`config.mk`:
```
export PLATFORM = sky130hd
export DESIGN_NAME = config_text_tokenizer
export DESIGN_NICKNAME = d
export VERILOG_FILES = /design/src/hw/rtl/ctt_pkg.sv /design/src/hw/rtl/ctt_decode.sv /design/src/hw/rtl/config_text_tokenizer.sv
export SDC_FILE = /design/constraint.sdc
export NUM_CORES = 1
export LEC_CHECK = 0
export ABC_AREA = 1
export BUFFER_PORTS_ARGS = -buffer_cell sky130_fd_sc_hd__buf_4
export CAP_MARGIN = 20
export CORE_ASPECT_RATIO = 1.25
export CORE_UTILIZATION = 60
export DETAILED_ROUTE_END_ITERATION = 8
export GPL_ROUTABILITY_DRIVEN = 1
export PLACE_DENSITY_LB_ADDON = 0.3
export RECOVER_POWER = 100
export SYNTH_ARGS = -nofsm -noshare
export SYNTH_HDL_FRONTEND = slang
export SYNTH_SLANG_ARGS = --single-unit
```
`constraint.sdc`:
```
create_clock -name clk -period 6 [get_ports clk]
set_input_delay 0.6 -clock clk [delete_from_list [all_inputs] [get_ports clk]]
set_output_delay 0.6 -clock clk [all_outputs]
set_load 0.03 [all_outputs]
```
`src/hw/rtl/ctt_pkg.sv`:
```
// ----------------------------------------------------------------------------
// ctt_pkg
// Shared types and constants for the configuration text tokenizer.
// ----------------------------------------------------------------------------
package ctt_pkg;

  localparam int FIFO_DEPTH = 8;
  localparam int PTR_W      = $clog2(FIFO_DEPTH);
  localparam int CNT_W      = $clog2(FIFO_DEPTH + 1);
  localparam int MAX_RES    = 3;
  localparam int RES_W      = $clog2(MAX_RES + 1);

  localparam logic [1:0] KIND_CHAR = 2'd0;
  localparam logic [1:0] KIND_DONE = 2'd1;
  localparam logic [1:0] KIND_END  = 2'd2;

  localparam logic [2:0] TT_STRING  = 3'd0;
  localparam logic [2:0] TT_COMMA   = 3'd1;
  localparam logic [2:0] TT_ENDLINE = 3'd2;
  localparam logic [2:0] TT_LPAREN  = 3'd3;
  localparam logic [2:0] TT_RPAREN  = 3'd4;
  localparam logic [2:0] TT_LBRACE  = 3'd5;
  localparam logic [2:0] TT_RBRACE  = 3'd6;

  localparam logic [7:0] CH_HASH    = 8'h23;
  localparam logic [7:0] CH_NL      = 8'h0A;
  localparam logic [7:0] CH_TAB     = 8'h09;
  localparam logic [7:0] CH_CR      = 8'h0D;
  localparam logic [7:0] CH_SPACE   = 8'h20;
  localparam logic [7:0] CH_COMMA   = 8'h2C;
  localparam logic [7:0] CH_LPAREN  = 8'h28;
  localparam logic [7:0] CH_RPAREN  = 8'h29;
  localparam logic [7:0] CH_LBRACE  = 8'h7B;
  localparam logic [7:0] CH_RBRACE  = 8'h7D;
  localparam logic [7:0] CH_DQUOTE  = 8'h22;
  localparam logic [7:0] CH_SQUOTE  = 8'h27;
  localparam logic [7:0] CH_BSLASH  = 8'h5C;

  typedef enum logic [1:0] {
    MODE_IDLE    = 2'd0,
    MODE_BARE    = 2'd1,
    MODE_QUOTED  = 2'd2,
    MODE_COMMENT = 2'd3
  } lex_mode_t;

  typedef struct packed {
    lex_mode_t mode;
    logic      quote_single;
    logic      escape_pending;
  } lex_state_t;

  localparam lex_state_t LEX_RESET = '{mode: MODE_IDLE, quote_single: 1'b0,
                                       escape_pending: 1'b0};

  typedef struct packed {
    logic [7:0] text_byte;
    logic       final_byte;
  } byte_t;

  typedef struct packed {
    logic [1:0] result_kind;
    logic [2:0] token_type;
    logic [7:0] char_value;
    logic       run_last;
  } token_t;

  function automatic token_t make_token(logic [1:0] kind, logic [2:0] ttype,
                                        logic [7:0] ch);
    token_t t;
    t.result_kind = kind;
    t.token_type  = ttype;
    t.char_value  = ch;
    t.run_last    = 1'b0;
    return t;
  endfunction

endpackage

```
`src/hw/rtl/ctt_decode.sv`:
```
// ----------------------------------------------------------------------------
// ctt_decode
// Per-byte lexer step: next state and up to three result transactions.
// ----------------------------------------------------------------------------
module ctt_decode
  import ctt_pkg::*;
(
  input  lex_state_t                st,
  input  byte_t                     item,
  output lex_state_t                st_next,
  output token_t [MAX_RES-1:0]      res,
  output logic [RES_W-1:0]          res_count
);

  logic [7:0] b;
  logic       blank;
  logic       hash;
  logic       quote;
  logic       single_hit;
  logic [2:0] single_type;
  logic       ends_bare;
  logic [7:0] own_quote;
  logic       do_start;
  logic [RES_W-1:0] n;

  assign b = item.text_byte;

  always_comb begin
    blank     = b inside {CH_SPACE, CH_TAB, CH_CR};
    hash      = (b == CH_HASH);
    quote     = (b == CH_DQUOTE) || (b == CH_SQUOTE);
    own_quote = st.quote_single ? CH_SQUOTE : CH_DQUOTE;
    single_hit  = 1'b1;
    single_type = TT_STRING;
    case (b)
      CH_NL:     single_type = TT_ENDLINE;
      CH_COMMA:  single_type = TT_COMMA;
      CH_LPAREN: single_type = TT_LPAREN;
      CH_RPAREN: single_type = TT_RPAREN;
      CH_LBRACE: single_type = TT_LBRACE;
      CH_RBRACE: single_type = TT_RBRACE;
      default:   single_hit  = 1'b0;
    endcase
    ends_bare = hash || blank || single_hit || quote;
  end

  always_comb begin
    st_next  = st;
    res      = '0;
    n        = '0;
    do_start = 1'b0;

    case (st.mode)
      MODE_IDLE: do_start = 1'b1;
      MODE_BARE: begin
        if (ends_bare) begin
          res[n]       = make_token(KIND_DONE, TT_STRING, 8'd0);
          n            = n + 1'b1;
          st_next.mode = MODE_IDLE;
          do_start     = 1'b1;
        end else begin
          res[n] = make_token(KIND_CHAR, TT_STRING, b);
          n      = n + 1'b1;
        end
      end
      MODE_QUOTED: begin
        if (st.escape_pending) begin
          st_next.escape_pending = 1'b0;
          res[n] = make_token(KIND_CHAR, TT_STRING, b);
          n      = n + 1'b1;
        end else if (b == CH_BSLASH) begin
          st_next.escape_pending = 1'b1;
        end else if (b == own_quote) begin
          res[n]       = make_token(KIND_DONE, TT_STRING, 8'd0);
          n            = n + 1'b1;
          st_next.mode = MODE_IDLE;
        end else begin
          res[n] = make_token(KIND_CHAR, TT_STRING, b);
          n      = n + 1'b1;
        end
      end
      default: begin
        if (b == CH_NL) begin
          st_next.mode = MODE_IDLE;
        end
      end
    endcase

    if (do_start && !blank) begin
      if (hash) begin
        st_next.mode = MODE_COMMENT;
      end else if (single_hit) begin
        res[n] = make_token(KIND_DONE, single_type, 8'd0);
        n      = n + 1'b1;
      end else if (quote) begin
        st_next.mode           = MODE_QUOTED;
        st_next.quote_single   = (b == CH_SQUOTE);
        st_next.escape_pending = 1'b0;
      end else begin
        st_next.mode = MODE_BARE;
        res[n]       = make_token(KIND_CHAR, TT_STRING, b);
        n            = n + 1'b1;
      end
    end

    if (item.final_byte) begin
      if (st_next.mode == MODE_BARE || st_next.mode == MODE_QUOTED) begin
        res[n] = make_token(KIND_DONE, TT_STRING, 8'd0);
        n      = n + 1'b1;
      end
      res[n]  = make_token(KIND_END, TT_STRING, 8'd0);
      n       = n + 1'b1;
      st_next = LEX_RESET;
    end

    for (int i = 0; i < MAX_RES; i++) begin
      res[i].run_last = (RES_W'(i + 1) == n);
    end
  end

  assign res_count = n;

endmodule

```
`src/hw/rtl/config_text_tokenizer.sv`:
```
// ----------------------------------------------------------------------------
// config_text_tokenizer
// Byte-stream lexer for configuration text, emitting token transactions.
// ----------------------------------------------------------------------------
// Usage:
//   byte channel  (byte_valid / byte_stall / byte_data): one text byte per
//   transaction, final_byte marks the last byte of a stream.
//   token channel (token_valid / token_stall / token_data): result
//   transactions, run_last set on the last result caused by a byte.
// Each accepted byte is decoded in the cycle it is taken; its zero to three
// results enter an 8-entry result queue and appear on the token channel from
// the next cycle, one per cycle while token_stall is low.
// Throughput: one byte per cycle while bytes produce at most one result each
// and token_stall is low; the token channel drains one result per cycle, so
// bytes that produce two or three results hold back the input. byte_stall
// rises when the queue has fewer than three free entries.
// When the receiver stalls, the head result holds and the queue fills; input
// is then stalled. Reset empties the queue and returns the lexer to the
// between-tokens state; a final byte does the same for the lexer state.
// ----------------------------------------------------------------------------
module config_text_tokenizer
  import ctt_pkg::*;
(
  input  logic   clk,
  input  logic   rst,
  input  logic   byte_valid,
  output logic   byte_stall,
  input  byte_t  byte_data,
  output logic   token_valid,
  input  logic   token_stall,
  output token_t token_data
);

  lex_state_t              state;
  lex_state_t              state_next;
  token_t [MAX_RES-1:0]    res;
  logic [RES_W-1:0]        res_count;
  token_t                  fifo [FIFO_DEPTH];
  logic [PTR_W-1:0]        wr_ptr;
  logic [PTR_W-1:0]        rd_ptr;
  logic [CNT_W-1:0]        count;
  logic                    accept;
  logic                    pop;
  logic [RES_W-1:0]        push_n;

  ctt_decode u_decode (
    .st        (state),
    .item      (byte_data),
    .st_next   (state_next),
    .res       (res),
    .res_count (res_count)
  );

  assign byte_stall  = (count > CNT_W'(FIFO_DEPTH - MAX_RES));
  assign accept      = byte_valid && !byte_stall;
  assign token_valid = (count != '0);
  assign pop         = token_valid && !token_stall;
  assign token_data  = fifo[rd_ptr];
  assign push_n      = accept ? res_count : '0;

  always_ff @(posedge clk) begin
    if (rst) begin
      state  <= LEX_RESET;
      wr_ptr <= '0;
      rd_ptr <= '0;
      count  <= '0;
    end else begin
      if (accept) begin
        state <= state_next;
      end
      wr_ptr <= wr_ptr + PTR_W'(push_n);
      if (pop) begin
        rd_ptr <= rd_ptr + 1'b1;
      end
      count <= count + CNT_W'(push_n) - CNT_W'(pop);
    end
  end

  always_ff @(posedge clk) begin
    for (int i = 0; i < MAX_RES; i++) begin
      if (accept && (RES_W'(i) < res_count)) begin
        fifo[wr_ptr + PTR_W'(i)] <= res[i];
      end
    end
  end

`ifndef SYNTHESIS
  a_count_bound: assert property (@(posedge clk) disable iff (rst)
    count <= CNT_W'(FIFO_DEPTH))
    else $error("result queue overflow");

  a_final_resets: assert property (@(posedge clk) disable iff (rst)
    (accept && byte_data.final_byte) |=>
      (state.mode == MODE_IDLE && !state.escape_pending && !state.quote_single))
    else $error("lexer state not cleared after final byte");

  a_escape_quoted: assert property (@(posedge clk) disable iff (rst)
    state.escape_pending |-> (state.mode == MODE_QUOTED))
    else $error("escape pending outside quoted string");

  a_count_track: assert property (@(posedge clk) disable iff (rst)
    !$past(rst) |->
      (count == $past(count) + CNT_W'($past(push_n)) - CNT_W'($past(pop))))
    else $error("result queue count mismatch");
`endif

endmodule

```
Word-level counts from Yosys, hierarchy flattened. Memories as Yosys holds them, arrays and structs flattened. A register that Yosys moved wholly into a read port is not among the register bits. Index checks and enable logic that the tools add are counted.

$add $sub $neg: 9. Magnitude comparators: 10. Equality and inequality tests: 23. Muxes and demuxes: 60. Bitwise logic cells: 6. Reductions and logical operators: 24.

Operator list (number): 42-bit two-way mux (7); 42-bit bitwise mux (2); 14-bit demux with 2-bit select (3); 39-bit AND (2); 39-bit inverter (2); 14-bit two-way mux (5); 8-bit by 6-bit == test with 1-bit output, second input constant (7); 2-bit two-way mux (18); 14-bit case mux with 2 select lines (1); 13-bit two-way mux (2); 8-bit by 4-bit == test with 1-bit output, second input constant (3); 8-bit by 7-bit == test with 1-bit output, second input constant (3); 3-bit case mux with 6 select lines (1); 1-bit two-way mux (12); 4-bit two-way mux (3); 1-bit logical AND (9); 2-bit by 3-bit < comparator with 1-bit output, second input constant (3); 3-bit two-way mux (3); 8-bit == test (1); 2-bit by 1-bit adder with 2-bit output, second input constant (3); 3-bit by 1-bit adder with 3-bit output, second input constant (2); 2-bit by 1-bit greater-or-equal comparator with 1-bit output, second input constant (3); 3-bit bitwise OR (2); 2-bit case mux with 3 select lines (1); 22 further kinds (34).

Register bits after elaboration: 14. Memory bits (writable): 112. Output and inout bits: 16. Logic and storage cells: 139. Memories kept: 1.

Memories: fifo (depth 8, bits a word 14, rd ports 1, clocked after memory_dff 1, wr ports 3, line config_text_tokenizer.sv:38) `token_t fifo [FIFO_DEPTH];`.

Logic depth before layout (Yosys ltp). Gate-level depths: netlist of the first run.

Word-level depth: 21. Mapped depth: 30. Mapped depth without buffers: 30.

By module. Synthesis of the first run repeated with hierarchy kept, for this count alone.

Cell total of the unflattened synthesis: 1407. Area, all modules: 9910.8 µm².

By module, submodules not included: config_text_tokenizer (times used 1, cells an instance 1166, area each 8669.6 µm², seq. area each 3703.6 µm²); ctt_decode (times used 1, cells an instance 241, area each 1241.2 µm², seq. area each 0.0 µm²).

Least setup slack after synthesis of the first run. OpenSTA, ideal clock, no wires.

Kind: in2reg. Start point: input byte_data[8] (netlist bit). End point: memory fifo[5][0] (netlist bit), enable pin. Arrival time: 4264 ps. Data required time: 5627 ps. Setup slack: 1363 ps. Cell stages on the path: 26. Buffers on the path: 2. Cell sequence: inv_1 -> nand2_1 -> nor2_1 -> nand4_1 -> o21ai_2 -> nand2_1 -> nand2_2 -> inv_2 -> ha_1 -> o21ai_1 -> nand2_1 -> nand2_2 -> inv_2 -> ha_1 -> a21oi_1 -> or2_2 -> inv_1 -> ha_1 -> or2_2 -> o21ai_4 -> nand2_2 -> inv_4 -> buf_6 -> nand3_2 -> buf_2 -> nand3_1.

RTL lines: from (decl) (line config_text_tokenizer.sv:28) `input byte_t byte_data,`; to (decl) (line config_text_tokenizer.sv:38).

==> impl_metrics.csv, run 1 <==
group,metric,value,unit
floorplanning,die_area,15900,um2
yosys,syn_area,9240,um2
routing,wl_per_cell,17.8,um
grt,grt_pass1_wl,42.4,mm
yosys,synth_ff_type,"edfxtp_1",
grt,grt_use_total,35.1,%
worst_setup_path,path_class,"input port to flop",
routing,wl,26.7,mm
timing,slew_headroom,-8.35,%
timing,fin_setup_tns,0,ns
routing,top_layer,"met4",
worst_setup_path,cp-end-kind,"flop",
cts,clock_tree.buffer_depth,2,
yosys,yosys_warnings,0,
timing,finalSetupViolCount,0,
placed_design,io_buffers,28,
placed_design,place_congestion,1.02,
worst_setup_path,rrSetupSlack,0.89,ns
grt,antenna_found_initial,0,
power_and_ir_drop,p_leak,0.00495,uW
hold_path,min_path_type,"input port to flop",
placed_design,dp.cells,1472,
finish,multi_input_area,4540,um2
worst_setup_path,cp.required,6.16,ns
timing,worstMarginPinSlew,1.63,ns
timing,final-hold-violation-count,0,
cts,cts_buffers,17,
cts,cts_root_buf,"clkbuf_16",
timing,fin_crit_sh,88.8,%
cts,tritoncts,"built",
cts,post_cts_buffers,0,
timing,finalCriticalPeriod,5.33,ns
grt,grt_overflow_total,0,
cts,path_clk_slew,0.06,ns
finish,diodes,0,
timing,fmax,0.188,GHz
worst_setup_path,cp-start-kind,"input port",
cts,worstSkewPairLatency,0.44,ns
worst_setup_path,crit_arrival,5.49,ns
yosys,avgSynthCellArea,7.10,um2
power_and_ir_drop,power,3930,uW
finish,nFillCells,1337,
finish,regArea,3700,um2
placed_design,dp_hpwl,18.4,mm
run_status,status,"finished with violations",
job,max-cap-violations,1,
worst_setup_path,critical_path.max_fanout,28,
routing,dr_wl_met2,13.1,mm
floorplanning,core,15000,um2
cts,htree_levels,4,
routing,ant_nets,0,
routing,drt_iter0_markers,904,
finish,finalNonFillerCells,1504,
yosys,ys_seq_area_share,40.1,%
routing,via_per_inst,5.72,
floorplanning,die_h,141,um
routing,via_count,8607,
timing,fin_skew,0.00601,ns
run_status,failed_checks,"capacitance limit, slew limit",
routing,wl_met1,9.91,mm
floorplanning,rows,50,
cts,cts.sink_count,129,
power_and_ir_drop,p_per_area,396,nW/um2
routing,drtPass1Iterations,6,
yosys,async_reset_ff_share,0,%
floorplanning,fp.dieW,113,um
finish,area_growth_syn_to_layout,7.31,%
finish,nets,1345,
timing,slew_violations,30,
floorplanning,initial_core_util,61.5,%
yosys,yosysUniqueCellTypes,41,
yosys,synth_edf_count,112,
grt,grt_max_degree,57,
timing,rsz0062_at_grt,"no",
finish,layout-drive-gt1-share,9.08,%
worst_setup_path,r2r_cells,25,
yosys,netlist_instances,1302,
grt,grt_pass1_vias,8083,
power_and_ir_drop,irDropWorstVdd,0.241,mV
cts,cts_resized,0,
yosys,syn-num-nets,1338,
routing,drc_errors,0,
yosys,ys_ff_latch,129,
floorplanning,io_pins,29,
timing,hold_ws,0.379,ns
hold_path,hold-path-cell-count,2,
routing,wl_met3,2.41,mm
cts,hold_buffers,0,
-- cell families after synthesis --
logic type	after synthesis	synth area share [%]
and+or+nand+nor	789	38.2
buffers and inverters	222	10.2
AOI/OAI and AO/OA	137	8.11
DFF	129	40.1
adders and majority gates	23	3.28
xor gates and xnor gates	2	0.190
-- where the power goes --
group,leakage (uW),internal (uW),switching [uW]
Clock,0.000274,547,443
Combinational,0.00349,455,1230
Sequential,0.00119,1200,63.7
Total,0.00495,2200,1730
-- layout make-up --
type	count	share of cell area [%]
multi-input combinational	951	45.8
inverter	165	6.28
clock inverter	15	1.45
clock buffer	17	4.29
sequential	129	37.4
tap	182	2.30
timing repair buffer	45	2.56
-- metal layers --
metal | track usage, % | up-vias
met5 | 0 | -
met4 | 19.7 | 0
met3 | 7.01 | 113
met2 | 60.0 | 460
met1 | 41.3 | 3845
li1 | - | 4189
-- path summary, 6_finish.rpt --
kind,from,end
setup / recovery,byte_data[8],fifo[2][10]
hold / removal,rst,wr_ptr[1]
setup reg to reg,state[2],fifo[2][10]
hold reg to reg,rd_ptr[2],rd_ptr[2]
-- worst max-delay path, cell delays in order --
cell	delay [ns]
buf_4	0.09
inv_1	0.07
nand2_1	0.12
nor2_1	0.10
nand2_1	0.09
nand3_1	0.07
nor2_1	0.39
nand3_2	0.10
nand2_1	0.09
nand2_1	0.12
nand2_1	0.35
nand2_1	0.13
nand2_1	0.12
nand2_2	0.09
nand2_1	0.19
nor2_1	0.07
or2_2	0.30
inv_1	0.08
ha_1	0.22
or2_2	0.32
o21ai_4	0.17
nand2_2	0.19
inv_4	0.31
nand2_1	0.46
inv_2	0.38
nand2_1	0.11
nand2_1	0.10
a21oi_1	0.04
-- cell usage after synthesis (8+ instances only) --
cell type  number  area, um2
a21oi_1        21        105
a31oi_1        15       93.8
buf_2          15       75.1
buf_4           8       60.1
clkbuf_1       27        101
dfxtp_1        17        340
edfxtp_1      112       3360
ha_1           21        263
inv_1         143        537
inv_2          17       63.8
nand2_1       459       1720
nand2_2        20        125
nand3_1        81        405
nand4_1        24        150
nor2_1        152        571
nor2_8          8        160
nor3_1         16       80.1
o21ai_0        72        360
o21ai_1         9       45.0
o22ai_1        14       87.6
-- per-stage QoR --
step / utilization, % / setup WS [ns] / cell area, um2
6_report: 66.1 / 0.673 / 9920
5_1_grt: 66.1 / 0.287 / 9920
4_1_cts: 67.0 / 0.942 / 10100
3_5_place_dp: 63.2 / 0.502 / 9490
3_3_place_gp: 63.2 / 0.657 / 9490
2_1_floorplan: - / 1.36 / 9240
-- state kept, by name, summed over array words and instances (netlist names), named ones only --
| name | count |
|---|---|
| fifo | 112 |
| rd_ptr | 3 |
| state | 4 |
| count | 4 |
| wr_ptr | 3 |
-- cell usage in the layout, fill, tap and decap left out, drive strengths merged --
master and instances:
clkinv 9, nor4 1, o22ai 14, o211ai 2
a31oi 15, ha 21, fa 2, xor2 2
nor2 168, nor3 17, or2 4, edfxtp 112
nand2 483, buf 21, a211oi 1, nand4 25
clkbuf 41, dfxtp 17, o21ai 83, o311a 1
clkinvlp 2, inv 169, a21oi 21, nand3 91
(Power assumes the default switching activity.)
==> inputs of run 2 (changes only) <==
==> constraint.sdc (replaced) <==
create_clock -name clk -period 6 [get_ports clk]
set_input_delay 0.9 -clock clk [delete_from_list [all_inputs] [get_ports clk]]
set_output_delay 0.9 -clock clk [all_outputs]
set_load 0.03 [all_outputs]
==> impl_metrics.csv, run 2 (same netlist as run 1, synthesis figures left out) <==
group,metric,value,unit
routing,drc_errors,0,
finish,area_growth_syn_to_layout,7.96,%
routing,ant_nets,0,
routing,via_count,8664,
worst_setup_path,path_class,"input port to flop",
power_and_ir_drop,p_int,2220,uW
timing,fin_crit_sh,90.6,%
power_and_ir_drop,p_per_area,393,nW/um2
placed_design,dp_hpwl,18.7,mm
timing,final-hold-violation-count,0,
cts,htree_levels,4,
worst_setup_path,rrSetupSlack,0.97,ns
worst_setup_path,rr_endpoint,"fifo[6][13]",
placed_design,io_buffers,28,
worst_setup_path,cp-end-kind,"flop",
finish,largest_reg_flops,112,
hold_path,min_from,"rd_ptr[2]",
worst_setup_path,crit_arrival,5.62,ns
routing,wl,27.3,mm
cts,path_clk_slew,0.06,ns
cts,cts.sink_count,129,
power_and_ir_drop,power_frac_comb,43.7,%
cts,clock_tree.buffer_depth,2,
placed_design,place_congestion,0.953,
floorplanning,die_h,141,um
hold_path,min_path_type,"flop to flop",
cts,worstSkewPairLatency,0.43,ns
worst_setup_path,cp.required,6.19,ns
run_status,failed_checks,"capacitance limit, slew limit",
finish,finalNonFillerCells,1512,
timing,fin_skew,0.00622,ns
grt,grt_use_total,36.0,%
cts,tritoncts,"built",
timing,worstMarginPinSlew,1.55,ns
routing,drt_iter0_markers,1102,
floorplanning,fp.dieW,113,um
worst_setup_path,cp-start-kind,"input port",
worst_setup_path,cp_num_buf_inv,5,
power_and_ir_drop,irDropWorstVdd,0.288,mV
placed_design,pre_cts_ws,0.529,ns
power_and_ir_drop,clkPwrFrac,23.9,%
finish,nets,1354,
finish,reg.largest.list,"fifo (112), count (4), state (4)",
power_and_ir_drop,p_leak,0.00500,uW
timing,worst_slack,0.565,ns
worst_setup_path,cpMostUsedCell,"nand2_1",
grt,antenna_found_initial,0,
timing,fin_setup_tns,0,ns
hold_path,hold-path-cell-count,2,
routing,via_per_inst,5.73,
floorplanning,io_pins,29,
worst_setup_path,r2r_start,"state[2]",
power_and_ir_drop,seqPwrFrac,32.3,%
finish,layout-drive-gt1-share,9.62,%
worst_setup_path,worst-path-stages,28,
placed_design,placed_cell_area,9570,um2
timing,fmax,0.184,GHz
grt,grt_overflow_total,0,
worst_setup_path,max_stage_delay,0.42,ns
cts,hold_buffers,0,
timing,slew_headroom,-3.57,%
finish,nFillCells,1323,
floorplanning,die_area,15900,um2
grt,grt_pass1_wl,42.8,mm
job,max-cap-violations,1,
run_status,status,"finished with violations",
routing,drtPass1Iterations,6,
finish,postLayoutCoreUtil,66.5,%
finish,diodes,0,
cts,cts_buffers,17,
cts,post_cts_buffers,0,
timing,finalSetupViolCount,0,
worst_setup_path,slowest_stage,"nor2_1",
timing,rsz0062_at_grt,"no",
finish,final_cell_mix,"462 x nand2_1, 154 x nor2_1, 146 x inv_1",
worst_setup_path,cp_top_family,"simple AND/OR/NAND/NOR gates",
floorplanning,core,15000,um2
placed_design,dp.cells,1481,
grt,grt_max_degree,57,
cts,cts_resized,0,
floorplanning,rows,50,
power_and_ir_drop,swShare,43.4,%
finish,top_register,"fifo",
cts,cts_root_buf,"clkbuf_16",
worst_setup_path,r2r_cells,25,
timing,finalCriticalPeriod,5.44,ns
routing,wl_per_cell,18.0,um
finish,fin_area,9980,um2
floorplanning,initial_core_util,61.5,%
timing,slew_violations,30,
finish,mostFrequentLayoutCell,"nand2_1",
power_and_ir_drop,switchingPower,1700,uW
worst_setup_path,critical_path.max_fanout,28,
grt,grt_pass1_vias,8043,
## run 2: layout make-up
type	count	area, um2	area share, %
multi-input cells	951	4570	45.8
repair buffers	54	329	3.30
inverters	165	623	6.25
clock buffers	18	429	4.30
clock inverters	13	96.3	0.966
flip-flops and latches	129	3700	37.1
well taps	182	228	2.28
## run 2: metrics by stage
stage,total power (uW),hold slack [ns]
6_report,3920,0.469
5_1_grt,4150,0.515
4_1_cts,3970,0.469
3_5_place_dp,3030,0.460
3_3_place_gp,2990,0.448
2_1_floorplan,2530,0.433
## run 2: worst max path at each step
stage	startpoint	end	slack (ns)
6_report	byte_data[7]	fifo[6][13]	0.56
5_1_grt	byte_data[7]	fifo[3][13]	0.20
4_1_cts	byte_data[8]	fifo[0][10]	0.93
3_5_place_dp	byte_data[8]	fifo[0][10]	0.53
3_3_place_gp	byte_data[8]	fifo[0][10]	0.67
2_1_floorplan	byte_data[8]	fifo[5][0]	1.06
## run 2: worst reg2reg max path: stages, from the launching register on
cell	delay, ns
dfxtp_1	0.42
inv_1	0.09
ha_1	0.27
o21ai_2	0.10
nand2_1	0.09
nand2_2	0.14
inv_2	0.10
ha_1	0.28
o21ai_1	0.13
nand2_1	0.07
nand2_2	0.12
inv_2	0.07
ha_1	0.27
a21oi_1	0.04
or2_2	0.29
inv_1	0.09
ha_1	0.23
or2_2	0.32
o21ai_4	0.18
nand2_2	0.20
inv_4	0.31
nand2_2	0.27
inv_1	0.41
a21oi_1	0.14
nand2_1	0.10
nand2_1	0.05
## run 2: metal layers
metal / vias to the layer above / global-route usage, % / wire [um]
li1: 4204 / - / -
met1: 3852 / 43.2 / 9880
met2: 511 / 59.2 / 13000
met3: 97 / 7.22 / 2770
met4: 0 / 22.7 / 1600
met5: - / 0 / 0
## run 2: power by group through the flow
stage | Combinational, uW | Sequential, uW | Clock [uW]
2_1_floorplan | 1280 | 1250 | 0
3_3_place_gp | 1720 | 1280 | 0
3_5_place_dp | 1750 | 1280 | 0
4_1_cts | 1760 | 1260 | 938
5_1_grt | 1890 | 1280 | 973
6_report | 1710 | 1270 | 938
==> inputs of run 3 (changes only) <==
Settings changed: MAX_ROUTING_LAYER set to met4, RECOVER_POWER 100 to not set.
==> impl_metrics.csv, run 3 (same netlist as run 1, synthesis figures left out) <==
group,metric,value,unit
power_and_ir_drop,clkPwrFrac,24.7,%
grt,grt_pass1_vias,7955,
routing,drt_iter0_markers,1136,
grt,grt_overflow_total,0,
timing,finalCriticalPeriod,5.16,ns
run_status,status,"finished, final reports clean",
cts,path_clk_slew,0.06,ns
routing,ant_nets,0,
worst_setup_path,rrSetupSlack,1.11,ns
power_and_ir_drop,p_leak,0.00509,uW
worst_setup_path,path_class,"input port to flop",
placed_design,dp_hpwl,18.8,mm
job,max-cap-violations,0,
hold_path,hold-path-cell-count,2,
placed_design,io_buffers,28,
floorplanning,rows,50,
placed_design,place_congestion,0.956,
timing,fin_setup_tns,0,ns
worst_setup_path,crit_arrival,5.31,ns
routing,wl,27.5,mm
timing,rsz0062_at_grt,"no",
routing,via_per_inst,5.76,
finish,nets,1352,
worst_setup_path,cp.required,6.15,ns
routing,drc_errors,0,
worst_setup_path,cp-start-kind,"input port",
floorplanning,io_pins,29,
worst_setup_path,rr_endpoint,"fifo[4][10]",
cts,post_cts_buffers,0,
timing,slew_violations,0,
placed_design,placed_cell_area,9550,um2
power_and_ir_drop,swShare,42.0,%
finish,fin_area,10100,um2
finish,area_growth_syn_to_layout,9.53,%
finish,final_cell_mix,"459 x nand2_1, 152 x nor2_1, 142 x inv_1",
finish,postLayoutCoreUtil,67.4,%
floorplanning,initial_core_util,61.5,%
timing,worstMarginPinSlew,1.05,ns
grt,antenna_found_initial,0,
timing,fin_crit_sh,86.0,%
routing,wl_per_cell,18.2,um
grt,grt_pass1_wl,43.1,mm
cts,cts.sink_count,129,
worst_setup_path,cp-end-kind,"flop",
power_and_ir_drop,switchingPower,1690,uW
timing,hold_ws,0.494,ns
hold_path,holdPathEnd,"rd_ptr[2]",
finish,diodes,0,
timing,finalSetupViolCount,0,
timing,final-hold-violation-count,0,
cts,cts_resized,0,
finish,reg.largest.list,"fifo (112), count (4), state (4)",
routing,via_count,8700,
cts,clock_tree.buffer_depth,2,
finish,largest_reg_flops,112,
routing,drtPass1Iterations,6,
finish,mostFrequentLayoutCell,"nand2_1",
worst_setup_path,critical_path.max_fanout,28,
power_and_ir_drop,irDropWorstVdd,0.295,mV
finish,top_register,"fifo",
power_and_ir_drop,p_per_area,397,nW/um2
power_and_ir_drop,power_frac_comb,44.1,%
timing,fmax,0.194,GHz
hold_path,min_from,"rd_ptr[2]",
cts,cts_buffers,17,
worst_setup_path,r2r_start,"state[2]",
cts,hold_buffers,0,
cts,cts_root_buf,"clkbuf_16",
floorplanning,die_area,15900,um2
power_and_ir_drop,seqPwrFrac,31.3,%
timing,fin_skew,0.00831,ns
hold_path,min_path_type,"flop to flop",
grt,grt_use_total,37.0,%
power_and_ir_drop,p_int,2330,uW
floorplanning,fp.dieW,113,um
placed_design,dp.cells,1478,
cts,tritoncts,"built",
floorplanning,core,15000,um2
cts,worstSkewPairLatency,0.43,ns
finish,nFillCells,1319,
worst_setup_path,r2r_cells,25,
floorplanning,die_h,141,um
finish,layout-drive-gt1-share,11.7,%
grt,grt_max_degree,57,
cts,htree_levels,4,
timing,slew_headroom,29.6,%
finish,finalNonFillerCells,1511,
==> run 3: changes by cell type in the layout (fill, tap and decap cells not counted), moves of 4 or more <==
cell | before | now
clkinv_1 | 8 | 4
clkbuf_2 | 7 | 0
inv_2 | 13 | 17
inv_1 | 146 | 142
buf_4 | 27 | 50
clkbuf_1 | 20 | 7
==> run 3: routing by layer <==
metal,GRT usage (%),vias up,routed length (um)
met3,5.72,113,2690
met2,59.1,488,13300
met4,21.2,0,1500
li1,-,4206,-
met5,-,-,0
met1,44.6,3893,10100
==> run 3: final cells by class <==
class	count	area, um2	share of cell area, %
Clock buffer	29	543	5.36
Clock inverter	3	17.5	0.173
Inverter	165	623	6.16
Multi-Input combinational cell	951	4600	45.4
Sequential cell	129	3700	36.6
Tap cell	182	228	2.25
Timing Repair Buffer	52	407	4.02
==> run 3: worst max-delay path by stage <==
stage,depth (start not counted),start,endpoint
2_1_floorplan,26,byte_data[8],fifo[5][0]
5_1_grt,28,byte_data[8],fifo[4][10]
3_3_place_gp,28,byte_data[8],fifo[4][10]
3_5_place_dp,26,byte_data[8],fifo[6][11]
6_report,28,byte_data[8],fifo[4][10]
4_1_cts,26,byte_data[8],fifo[6][3]
==> run 3: worst max-delay path, cell delays in order <==
cell and delay, ns:
buf_4 0.12, inv_1 0.09, nand2_1 0.07, nor2_1 0.09, nand4_1 0.11, o21ai_2 0.18, nand2_1 0.08, nand2_2 0.13
inv_2 0.09, ha_1 0.29, o21ai_1 0.13, nand2_1 0.07, nand2_2 0.12, inv_2 0.07, ha_1 0.28, a21oi_1 0.04
or2_2 0.29, inv_1 0.09, ha_1 0.23, or2_2 0.32, o21ai_4 0.18, nand2_2 0.19, inv_4 0.31, nand2_2 0.30
inv_2 0.31, nand2_1 0.08, nand2_1 0.09, a21oi_1 0.04
==> run 3: power by group through the flow <==
stage	Combinational, uW	Clock [uW]	Sequential [uW]
final	1770	991	1260
after global routing	1950	1020	1270
after CTS	1750	988	1260
after detailed placement	1740	0	1270
after global placement	1710	0	1270
after floorplan	1280	0	1250
==> run 3: metrics by stage <==
| step | total power (uW) | setup slack (ns) |
|---|---|---|
| after global routing | 4250 | 0.418 |
| after CTS | 3990 | 0.892 |
| final | 4020 | 0.840 |
| after floorplan | 2530 | 1.06 |
| after detailed placement | 3010 | 0.475 |
| after global placement | 2980 | 0.591 |
